`src/rtl/core/bda_pkg.sv`:
```
`default_nettype none
package bda_pkg;

    // default configuration
    localparam int DIGIT_COUNT_DEF = 11;
    localparam int VALUE_BITS_DEF  = 32;

    // fixed result field widths
    localparam int POS_W  = 4;
    localparam int CHAR_W = 6;

    // one BCD digit
    localparam int NIBBLE_W = 4;

    // binary bits folded into the BCD register per conversion cycle
    localparam int BITS_PER_STEP = 4;

    localparam logic [CHAR_W-1:0] ASCII_ZERO = 6'd48;
    localparam logic [CHAR_W-1:0] ASCII_NUL  = 6'd0;

endpackage
`default_nettype wire

```
`src/rtl/core/binary_to_decimal_ascii.sv`:
```
// The double-dabble front converts each accepted value, a queue buffers the digits and the
// back end emits one character per cycle while m_ready stays high. The front can accept a
// new value while it hands the last one to the queue, so successive items overlap.
// Reset: synchronous, active-low aresetn clears the sequencer, queue and valids.
`default_nettype none
module binary_to_decimal_ascii #(
    parameter int DIGIT_COUNT = bda_pkg::DIGIT_COUNT_DEF,
    parameter int VALUE_BITS  = bda_pkg::VALUE_BITS_DEF
) (
    input  wire logic                          aclk,
    input  wire logic                          aresetn,
    input  wire logic                          s_valid,
    output logic                               s_ready,
    input  wire logic [VALUE_BITS-1:0]         s_value,
    output logic                               m_valid,
    input  wire logic                          m_ready,
    output logic [bda_pkg::POS_W-1:0]          m_position,
    output logic [bda_pkg::CHAR_W-1:0]         m_char_code,
    output logic [bda_pkg::POS_W-1:0]          m_start_index,
    output logic                               m_last
);

    localparam int DIG_W = DIGIT_COUNT * bda_pkg::NIBBLE_W;
    localparam int IDX_W = $clog2(DIGIT_COUNT);
    localparam int Q_W   = DIG_W + IDX_W + 1;

    logic             f_valid, f_ready;
    logic [DIG_W-1:0] f_digits;
    logic [IDX_W-1:0] f_start;
    logic             f_zero;
    logic             b_valid, b_ready;
    logic [Q_W-1:0]   q_in, q_out;

    bda_front #(
        .DIGIT_COUNT(DIGIT_COUNT),
        .VALUE_BITS (VALUE_BITS)
    ) u_front (
        .aclk    (aclk),
        .aresetn (aresetn),
        .s_valid (s_valid),
        .s_ready (s_ready),
        .s_value (s_value),
        .q_valid (f_valid),
        .q_ready (f_ready),
        .q_digits(f_digits),
        .q_start (f_start),
        .q_zero  (f_zero)
    );

    assign q_in = {f_digits, f_start, f_zero};

    bda_queue #(
        .WIDTH(Q_W)
    ) u_queue (
        .aclk     (aclk),
        .aresetn  (aresetn),
        .in_valid (f_valid),
        .in_ready (f_ready),
        .in_data  (q_in),
        .out_valid(b_valid),
        .out_ready(b_ready),
        .out_data (q_out)
    );

    bda_back #(
        .DIGIT_COUNT(DIGIT_COUNT)
    ) u_back (
        .aclk         (aclk),
        .aresetn      (aresetn),
        .q_valid      (b_valid),
        .q_ready      (b_ready),
        .q_digits     (q_out[Q_W-1 -: DIG_W]),
        .q_start      (q_out[IDX_W:1]),
        .q_zero       (q_out[0]),
        .m_valid      (m_valid),
        .m_ready      (m_ready),
        .m_position   (m_position),
        .m_char_code  (m_char_code),
        .m_start_index(m_start_index),
        .m_last       (m_last)
    );

endmodule
`default_nettype wire

```
`src/rtl/core/bda_front.sv`:
```
`default_nettype none
module bda_front #(
    parameter int DIGIT_COUNT = bda_pkg::DIGIT_COUNT_DEF,
    parameter int VALUE_BITS  = bda_pkg::VALUE_BITS_DEF,
    localparam int DIG_W      = DIGIT_COUNT * bda_pkg::NIBBLE_W,
    localparam int IDX_W      = $clog2(DIGIT_COUNT)
) (
    input  wire logic                  aclk,
    input  wire logic                  aresetn,
    input  wire logic                  s_valid,
    output logic                       s_ready,
    input  wire logic [VALUE_BITS-1:0] s_value,
    output logic                       q_valid,
    input  wire logic                  q_ready,
    output logic [DIG_W-1:0]           q_digits,
    output logic [IDX_W-1:0]           q_start,
    output logic                       q_zero
);

    localparam int STEPS = (VALUE_BITS + bda_pkg::BITS_PER_STEP - 1) / bda_pkg::BITS_PER_STEP;
    localparam int BIN_W = STEPS * bda_pkg::BITS_PER_STEP;
    localparam int CNT_W = (STEPS > 1) ? $clog2(STEPS) : 1;
    localparam logic [CNT_W-1:0] CNT_LAST = CNT_W'(STEPS - 1);

    typedef enum logic [2:0] {
        F_IDLE = 3'b001,
        F_CONV = 3'b010,
        F_DONE = 3'b100
    } front_state_t;

    front_state_t     state_reg, state_next;
    logic [CNT_W-1:0] cnt_reg;
    logic [BIN_W-1:0] bin_reg;
    logic [DIG_W-1:0] bcd_reg;
    logic [BIN_W-1:0] bin_step;
    logic [DIG_W-1:0] bcd_step;
    logic             accept;
    logic             push;

    assign push    = (state_reg == F_DONE) && q_ready;
    assign s_ready = (state_reg == F_IDLE) || push;
    assign accept  = s_valid && s_ready;
    assign q_valid = (state_reg == F_DONE);

    // double-dabble: BITS_PER_STEP shift-and-adjust steps per cycle
    always_comb begin
        bcd_step = bcd_reg;
        bin_step = bin_reg;
        for (int s = 0; s < bda_pkg::BITS_PER_STEP; s++) begin
            for (int d = 0; d < DIGIT_COUNT; d++) begin
                if (bcd_step[d*bda_pkg::NIBBLE_W +: bda_pkg::NIBBLE_W] >= 4'd5) begin
                    bcd_step[d*bda_pkg::NIBBLE_W +: bda_pkg::NIBBLE_W] =
                        bcd_step[d*bda_pkg::NIBBLE_W +: bda_pkg::NIBBLE_W] + 4'd3;
                end
            end
            // top carry drops out, so the value is kept modulo 10^DIGIT_COUNT
            bcd_step = {bcd_step[DIG_W-2:0], bin_step[BIN_W-1]};
            bin_step = {bin_step[BIN_W-2:0], 1'b0};
        end
    end

    // first non-zero digit, position 0 is most significant
    always_comb begin
        q_start = '0;
        q_zero  = 1'b1;
        for (int i = DIGIT_COUNT - 1; i >= 0; i--) begin
            if (bcd_reg[(DIGIT_COUNT-1-i)*bda_pkg::NIBBLE_W +: bda_pkg::NIBBLE_W] != '0) begin
                q_start = IDX_W'(i);
                q_zero  = 1'b0;
            end
        end
    end
    assign q_digits = bcd_reg;

    // sequencer
    always_comb begin
        state_next = state_reg;
        unique case (state_reg)
            F_IDLE: begin
                if (accept) state_next = F_CONV;
            end
            F_CONV: begin
                if (cnt_reg == CNT_LAST) state_next = F_DONE;
            end
            F_DONE: begin
                if (accept)    state_next = F_CONV;
                else if (push) state_next = F_IDLE;
            end
            default: state_next = F_IDLE;
        endcase
    end

    always_ff @(posedge aclk) begin
        if (!aresetn) begin
            state_reg <= F_IDLE;
            cnt_reg   <= '0;
        end else begin
            state_reg <= state_next;
            if (accept) begin
                cnt_reg <= '0;
            end else if (state_reg == F_CONV) begin
                cnt_reg <= cnt_reg + CNT_W'(1);
            end
        end
    end

    // datapath
    always_ff @(posedge aclk) begin
        if (accept) begin
            bin_reg <= BIN_W'(s_value);
            bcd_reg <= '0;
        end else if (state_reg == F_CONV) begin
            bin_reg <= bin_step;
            bcd_reg <= bcd_step;
        end
    end

endmodule
`default_nettype wire

```
`src/rtl/core/bda_queue.sv`:
```
`default_nettype none
module bda_queue #(
    parameter int WIDTH = 8
) (
    input  wire logic             aclk,
    input  wire logic             aresetn,
    input  wire logic             in_valid,
    output logic                  in_ready,
    input  wire logic [WIDTH-1:0] in_data,
    output logic                  out_valid,
    input  wire logic             out_ready,
    output logic [WIDTH-1:0]      out_data
);

    localparam logic [1:0] DEPTH = 2'd2;

    logic [WIDTH-1:0] mem_reg [2];
    logic             wr_ptr_reg;
    logic             rd_ptr_reg;
    logic [1:0]       count_reg;
    logic             wr_en;
    logic             rd_en;

    assign in_ready  = (count_reg != DEPTH);
    assign out_valid = (count_reg != 2'd0);
    assign wr_en     = in_valid && in_ready;
    assign rd_en     = out_valid && out_ready;
    assign out_data  = mem_reg[rd_ptr_reg];

    always_ff @(posedge aclk) begin
        if (!aresetn) begin
            wr_ptr_reg <= 1'b0;
            rd_ptr_reg <= 1'b0;
            count_reg  <= 2'd0;
        end else begin
            if (wr_en) wr_ptr_reg <= ~wr_ptr_reg;
            if (rd_en) rd_ptr_reg <= ~rd_ptr_reg;
            if (wr_en && !rd_en)      count_reg <= count_reg + 2'd1;
            else if (rd_en && !wr_en) count_reg <= count_reg - 2'd1;
        end
    end

    always_ff @(posedge aclk) begin
        if (wr_en) mem_reg[wr_ptr_reg] <= in_data;
    end

    // fill level never passes the depth
    assert property (@(posedge aclk) disable iff (!aresetn) count_reg <= DEPTH)
        else $error("queue fill level above depth");

endmodule
`default_nettype wire

```
`src/rtl/core/bda_back.sv`:
```
`default_nettype none
module bda_back #(
    parameter int DIGIT_COUNT = bda_pkg::DIGIT_COUNT_DEF,
    localparam int DIG_W      = DIGIT_COUNT * bda_pkg::NIBBLE_W,
    localparam int IDX_W      = $clog2(DIGIT_COUNT)
) (
    input  wire logic                          aclk,
    input  wire logic                          aresetn,
    input  wire logic                          q_valid,
    output logic                               q_ready,
    input  wire logic [DIG_W-1:0]              q_digits,
    input  wire logic [IDX_W-1:0]              q_start,
    input  wire logic                          q_zero,
    output logic                               m_valid,
    input  wire logic                          m_ready,
    output logic [bda_pkg::POS_W-1:0]          m_position,
    output logic [bda_pkg::CHAR_W-1:0]         m_char_code,
    output logic [bda_pkg::POS_W-1:0]          m_start_index,
    output logic                               m_last
);

    localparam logic [IDX_W-1:0] LAST_POS = IDX_W'(DIGIT_COUNT - 1);
    localparam logic [IDX_W-1:0] NUL_POS  = IDX_W'(1);
    localparam logic [bda_pkg::POS_W-1:0] LAST_POS_OUT = bda_pkg::POS_W'(DIGIT_COUNT - 1);

    logic [DIG_W-1:0]             digits_reg;
    logic [IDX_W-1:0]             start_reg;
    logic                         zero_reg;
    logic [IDX_W-1:0]             pos_reg;
    logic                         cur_valid_reg;
    logic                         m_valid_reg;
    logic [bda_pkg::POS_W-1:0]    m_position_reg;
    logic [bda_pkg::CHAR_W-1:0]   m_char_reg;
    logic [bda_pkg::POS_W-1:0]    m_start_reg;
    logic                         m_last_reg;
    logic                         out_load;
    logic                         cur_last;
    logic                         pop;
    logic [bda_pkg::CHAR_W-1:0]   char_next;

    assign out_load = cur_valid_reg && (!m_valid_reg || m_ready);
    assign cur_last = (pos_reg == LAST_POS);
    assign q_ready  = !cur_valid_reg || (out_load && cur_last);
    assign pop      = q_valid && q_ready;

    // current character: top digit of the shifting register, NUL after a lone zero
    always_comb begin
        if (zero_reg && pos_reg == NUL_POS) begin
            char_next = bda_pkg::ASCII_NUL;
        end else begin
            char_next = bda_pkg::ASCII_ZERO +
                bda_pkg::CHAR_W'(digits_reg[DIG_W-1 -: bda_pkg::NIBBLE_W]);
        end
    end

    // item being emitted
    always_ff @(posedge aclk) begin
        if (!aresetn) begin
            cur_valid_reg <= 1'b0;
            pos_reg       <= '0;
        end else if (pop) begin
            cur_valid_reg <= 1'b1;
            pos_reg       <= '0;
        end else if (out_load) begin
            if (cur_last) begin
                cur_valid_reg <= 1'b0;
                pos_reg       <= '0;
            end else begin
                pos_reg <= pos_reg + IDX_W'(1);
            end
        end
    end

    always_ff @(posedge aclk) begin
        if (pop) begin
            digits_reg <= q_digits;
            start_reg  <= q_start;
            zero_reg   <= q_zero;
        end else if (out_load) begin
            digits_reg <= {digits_reg[DIG_W-bda_pkg::NIBBLE_W-1:0], {bda_pkg::NIBBLE_W{1'b0}}};
        end
    end

    // output register
    always_ff @(posedge aclk) begin
        if (!aresetn) begin
            m_valid_reg <= 1'b0;
        end else if (out_load) begin
            m_valid_reg <= 1'b1;
        end else if (m_ready) begin
            m_valid_reg <= 1'b0;
        end
    end

    always_ff @(posedge aclk) begin
        if (out_load) begin
            m_position_reg <= pos_reg[bda_pkg::POS_W-1:0];
            m_char_reg     <= char_next;
            m_start_reg    <= zero_reg ? '0 : start_reg[bda_pkg::POS_W-1:0];
            m_last_reg     <= cur_last;
        end
    end

    assign m_valid       = m_valid_reg;
    assign m_position    = m_position_reg;
    assign m_char_code   = m_char_reg;
    assign m_start_index = m_start_reg;
    assign m_last        = m_last_reg;

    // last flag only on the final position
    assert property (@(posedge aclk) disable iff (!aresetn)
        (m_valid_reg && m_last_reg) |-> (m_position_reg == LAST_POS_OUT))
        else $error("last flag on wrong position");

    // terminator only at position one
    assert property (@(posedge aclk) disable iff (!aresetn)
        (m_valid_reg && m_char_reg == bda_pkg::ASCII_NUL) |-> (m_position_reg == 4'd1))
        else $error("terminator at unexpected position");

    // position counter rests at zero between items
    assert property (@(posedge aclk) disable iff (!aresetn)
        !cur_valid_reg |-> (pos_reg == '0))
        else $error("position counter not cleared while idle");

endmodule
`default_nettype wire

```
`config.mk`:
```
export PLATFORM = sky130hd
export DESIGN_NAME = binary_to_decimal_ascii
export DESIGN_NICKNAME = d
export VERILOG_FILES = /design/src/rtl/core/bda_pkg.sv /design/src/rtl/core/binary_to_decimal_ascii.sv /design/src/rtl/core/bda_front.sv /design/src/rtl/core/bda_queue.sv /design/src/rtl/core/bda_back.sv
export SDC_FILE = /design/constraint.sdc
export NUM_CORES = 1
export LEC_CHECK = 0
export BUFFER_PORTS_ARGS = -buffer_cell sky130_fd_sc_hd__buf_2
export CELL_PAD_IN_SITES_DETAIL_PLACEMENT = 0
export CELL_PAD_IN_SITES_GLOBAL_PLACEMENT = 1
export CORE_AREA = 4 4 133 230
export CTS_CLUSTER_DIAMETER = 150
export DETAILED_ROUTE_END_ITERATION = 10
export DIE_AREA = 0 0 137 234
export PLACE_DENSITY = 0.81
export SYNTH_ARGS = -nofsm -noshare
export SYNTH_HDL_FRONTEND = slang
export SYNTH_SLANG_ARGS = --single-unit
```
`constraint.sdc`:
```
create_clock -name aclk -period 13.35 [get_ports aclk]
set_input_delay 3.3375 -clock aclk [delete_from_list [all_inputs] [get_ports aclk]]
set_output_delay 3.3375 -clock aclk [all_outputs]
set_load 0.05 [all_outputs]
```
==> metrics.md <==
| Metric | Value |
|---|---|
| Startpoint types | `input port` |
| First DRT Iteration DRCs | `roughly 680` |
| Crit Path Max Fanout | `89` |
| Final critical-path share of the clock period | `between 30% and 40%` |
| Global-route wire length before repair | `roughly 55000 um` |
| PD cells | `between 150 and 200 nW/um^2` |
| HP Start | `u_front.cnt_reg[2]$_SDFFE_PP0P_` |
| Boundary pin count | `53` |
| Yosys Warn Count | `0` |
| Worst-skew pair later-pin latency | `520 ps` |
| Maximum vdd ir drop | `0.146 mV` |
| Gr usage total | `between 20% and 30%` |
| Worst R2R Setup Slack | `roughly 9000 ps` |
| Final net count | `~1700` |
| CTS Buffer Depth | `3` |
| Unrepaired setup endpoints after global routing | `no` |
| Fmax | `approximately 190 MHz` |
| PortBufs | `52` |
| Finish-stage setup viols | `0` |
| Sw power | `between 1000 and 1500 uW` |
| Post-route ant nets | `0` |
| Critical path's top delay family | `simple AND/OR/NAND/NOR gates` |
| Fraction of layout cells with a size suffix above 1 | `between 10% and 20%` |
| Synthesis-stage register bit count | `between 200 and 300` |
| Seq pwr share | `37.5%` |
| Worst path cell trace | `buf_2 -> nand2b_1 -> nand2_1 -> nand2_1 -> o21ai_4 -> buf_4 -> nand2_2` |
| Setup WS pre-CTS | `roughly 7500 ps` |
| EDFF count, synth | `a little under 200` |
| Status | `complete, no violations` |
| Root Buffer Master | `clkbuf_16` |
| Worst r2r src | `u_front.q_digits[20]$_SDFFE_PP0P_` |
| Seq/Total Area, Yosys | `between 40% and 50%` |
| Part of the power in combinational logic | `between 30% and 40%` |
| Fin util | `~57%` |
| Most used cell, CP | `nand2_1` |
| Overall Power | `3150 uW` |
| Final TNS setup | `0 ps` |
| Slew Limit Fails | `0` |
| CP Capture Type | `register` |
| # diodes | `0` |
| Hold Vio Cnt, Final | `0` |
| Max Cap Violations | `0` |
| Final Cell Area | `approximately 16000 sq um` |
| Gpl congestion | `0.834` |
| P_int | `~2000 uW` |
| TritonRoute pass-1 iters | `6` |
| Worst hold path class | `register to register` |
| Synth-to-layout area growth | `9.14%` |
| Worst r2r dst | `u_front.q_digits[27]$_SDFFE_PP0P_` |
| CTS resizes | `0` |
| Final Critical Period | `roughly 5200 ps` |
| Slew margin rel. | `29.4%` |
| Die Y | `~230 um` |
| Die W | `about 140 um` |
| Routed len/inst | `17.0 um` |
| WS Path Type | `input port to register` |
| Largest net degree at the start of global routing | `90` |
| Clk pwr share | `roughly 23%` |
| Vias/cell | `between 5 and 6` |
| Net Sw Frac | `37.6%` |
| Total wire length | `roughly 34000 um` |
| Worst Path Buf+Inv | `2` |
| Hold Path Depth | `2` |
| Post-DP HPWL | `between 20000 and 25000 um` |
| Vias | `about 11000` |
| Avg Cell Area, Syn | `9.63 sq um` |
| CTS Buf Count | `25` |
| Setup ws final | `between 8000 and 9000 ps` |
| CTS tree | `built` |
| Mapped Cells | `about 1600` |
| Largest register FFs | `a little under 100` |
| Net Count, Synth | `about 1600` |
| Number of global-route vias before repair | `between 10000 and 15000` |
| Commonest cells after routing, fill and taps aside | `237 x nand2_1, 193 x edfxtp_1, 117 x o21ai_0` |
| Die area | `between 30000 and 40000 sq um` |
| Placed cell area | `between 15000 and 20000 sq um` |
| Layout Skew | `about 15 ps` |
| Arr. time, crit path | `roughly 5300 ps` |
| Mapped Area | `15000 sq um` |
| Core ar. | `around 29000 sq um` |
| Leakage | `0.00610 uW` |
| Initial Util | `52.3%` |
| Most common cell after layout, fill and taps aside | `nand2_1` |
| Worst path required time | `13360 ps` |
| Slowest CP cell | `nand2_2` |
| Post-CTS setup buffers | `0` |
| Worst-Margin Slew | `1060 ps` |
| Top_reg_cell synth | `edfxtp_1` |
| Overflow after GRT | `0` |
| Worst hold endpoint | `u_front.cnt_reg[2]$_SDFFE_PP0P_` |
| Synth cell types | `100` |
| R2R cell count | `17` |
| Max incr delay on CP | `790 ps` |
| DRC viols | `0` |
| Clk slew on worst S/H paths | `around 60 ps` |
| Antenna violations before repair | `0` |
| CTS sink cnt | `roughly 250` |
| FP Rows | `82` |
| Asr flop ratio synth | `0%` |
| H-tree depth | `1` |
| CTS Hold Bufs | `0` |
[synthesized netlist by cell type (12+ instances only)]
| cell | number | area [sq um] |
|---|---|---|
| ha_1 | 50 | 626 |
| o21bai_1 | 12 | 90.1 |
| or2_2 | 20 | 125 |
| buf_2 | 15 | 75.1 |
| o21ai_0 | 117 | 586 |
| a211oi_1 | 23 | 173 |
| dfxtp_1 | 61 | 1220 |
| o21a_1 | 16 | 120 |
| inv_1 | 62 | 233 |
| o211ai_1 | 23 | 173 |
| a31oi_1 | 12 | 75.1 |
| a211o_1 | 18 | 158 |
| mux2_2 | 14 | 158 |
| or3_1 | 17 | 106 |
| o21ai_1 | 24 | 120 |
| and2_1 | 27 | 169 |
| a21o_1 | 13 | 97.6 |
| nor2_1 | 89 | 334 |
| nor3_1 | 35 | 175 |
| a21oi_1 | 86 | 430 |
| o22ai_1 | 14 | 87.6 |
| mux2i_1 | 67 | 671 |
| edfxtp_1 | 193 | 5800 |
| nor3b_1 | 16 | 120 |
| nand2b_1 | 25 | 156 |
| nand2_1 | 238 | 893 |
| clkbuf_1 | 46 | 173 |
| nand3_1 | 30 | 150 |
| nor2b_1 | 21 | 131 |
[power by group through the flow]
| stage | Combinational (uW) | Sequential (uW) | Clock (uW) |
|---|---|---|---|
| global placement | 1220 | 1190 | 0 |
| global route | 1390 | 1200 | 780 |
| CTS | 1250 | 1180 | 746 |
| finish | 1240 | 1180 | 728 |
| detailed placement | 1240 | 1200 | 0 |
| floorplan | 954 | 1190 | 0 |
[layer usage]
layer / vias to the layer above / wire length [um] / global-route usage (%)
met3: 54 / 1040 / 1.82
met5: - / 0 / 0
met4: 0 / 877 / 6.55
met1: 5420 / 13400 / 23.8
met2: 191 / 18200 / 41.0
li1: 5801 / - / -
[worst min-delay path, delay by kind of cell (launching register included)]
family          cells  cell delay (ps)
compound gates      1               50
flops               1              310
simple gates        1               50
[worst max-delay path by stage]
| stage | startpoint | to | slack, ps | depth (start not counted) |
|---|---|---|---|---|
| 5_1_grt | s_valid | u_front.q_digits[28]$_SDFFE_PP0P_ | 7860 | 8 |
| 6_report | m_ready | u_back.digits_reg[8]$_DFFE_PP_ | 8110 | 7 |
| 3_5_place_dp | s_valid | u_front.q_digits[20]$_SDFFE_PP0P_ | 7530 | 8 |
| 3_3_place_gp | m_ready | u_back.digits_reg[0]$_SDFFCE_PN0P_ | 7550 | 7 |
| 4_1_cts | s_valid | u_front.q_digits[28]$_SDFFE_PP0P_ | 8080 | 8 |
| 2_1_floorplan | u_queue.count_reg[0]$_SDFFE_PN0P_ | u_queue.mem_reg[0][0]$_DFFE_PP_ | 7370 | 3 |
[cells by family after synthesis]
family	Yosys count	share of synthesized area [%]
compound gates	461	20.6
mux	86	6.10
fa+ha+maj	50	4.17
simple gates	565	18.1
buf+inv	132	3.62
flops	254	46.7
xor+xnor	12	0.700
[stage by stage]
stage | instances | hold slack [ps]
after floorplan | 1560 | 418
after global placement | 1930 | 449
after detailed placement | 1930 | 454
after CTS | 1975 | 463
after global routing | 1975 | 492
final | 1975 | 460
[layout make-up]
type | count | area, sq um
clock inverters | 15 | 185
well taps | 378 | 473
repair buffers | 59 | 313
fillers | 2593 | 12300
inverters | 65 | 244
flip-flops and latches | 254 | 7020
clock buffers | 30 | 664
multi-input cells | 1174 | 7490
Power figures use the tool's default switching activity.
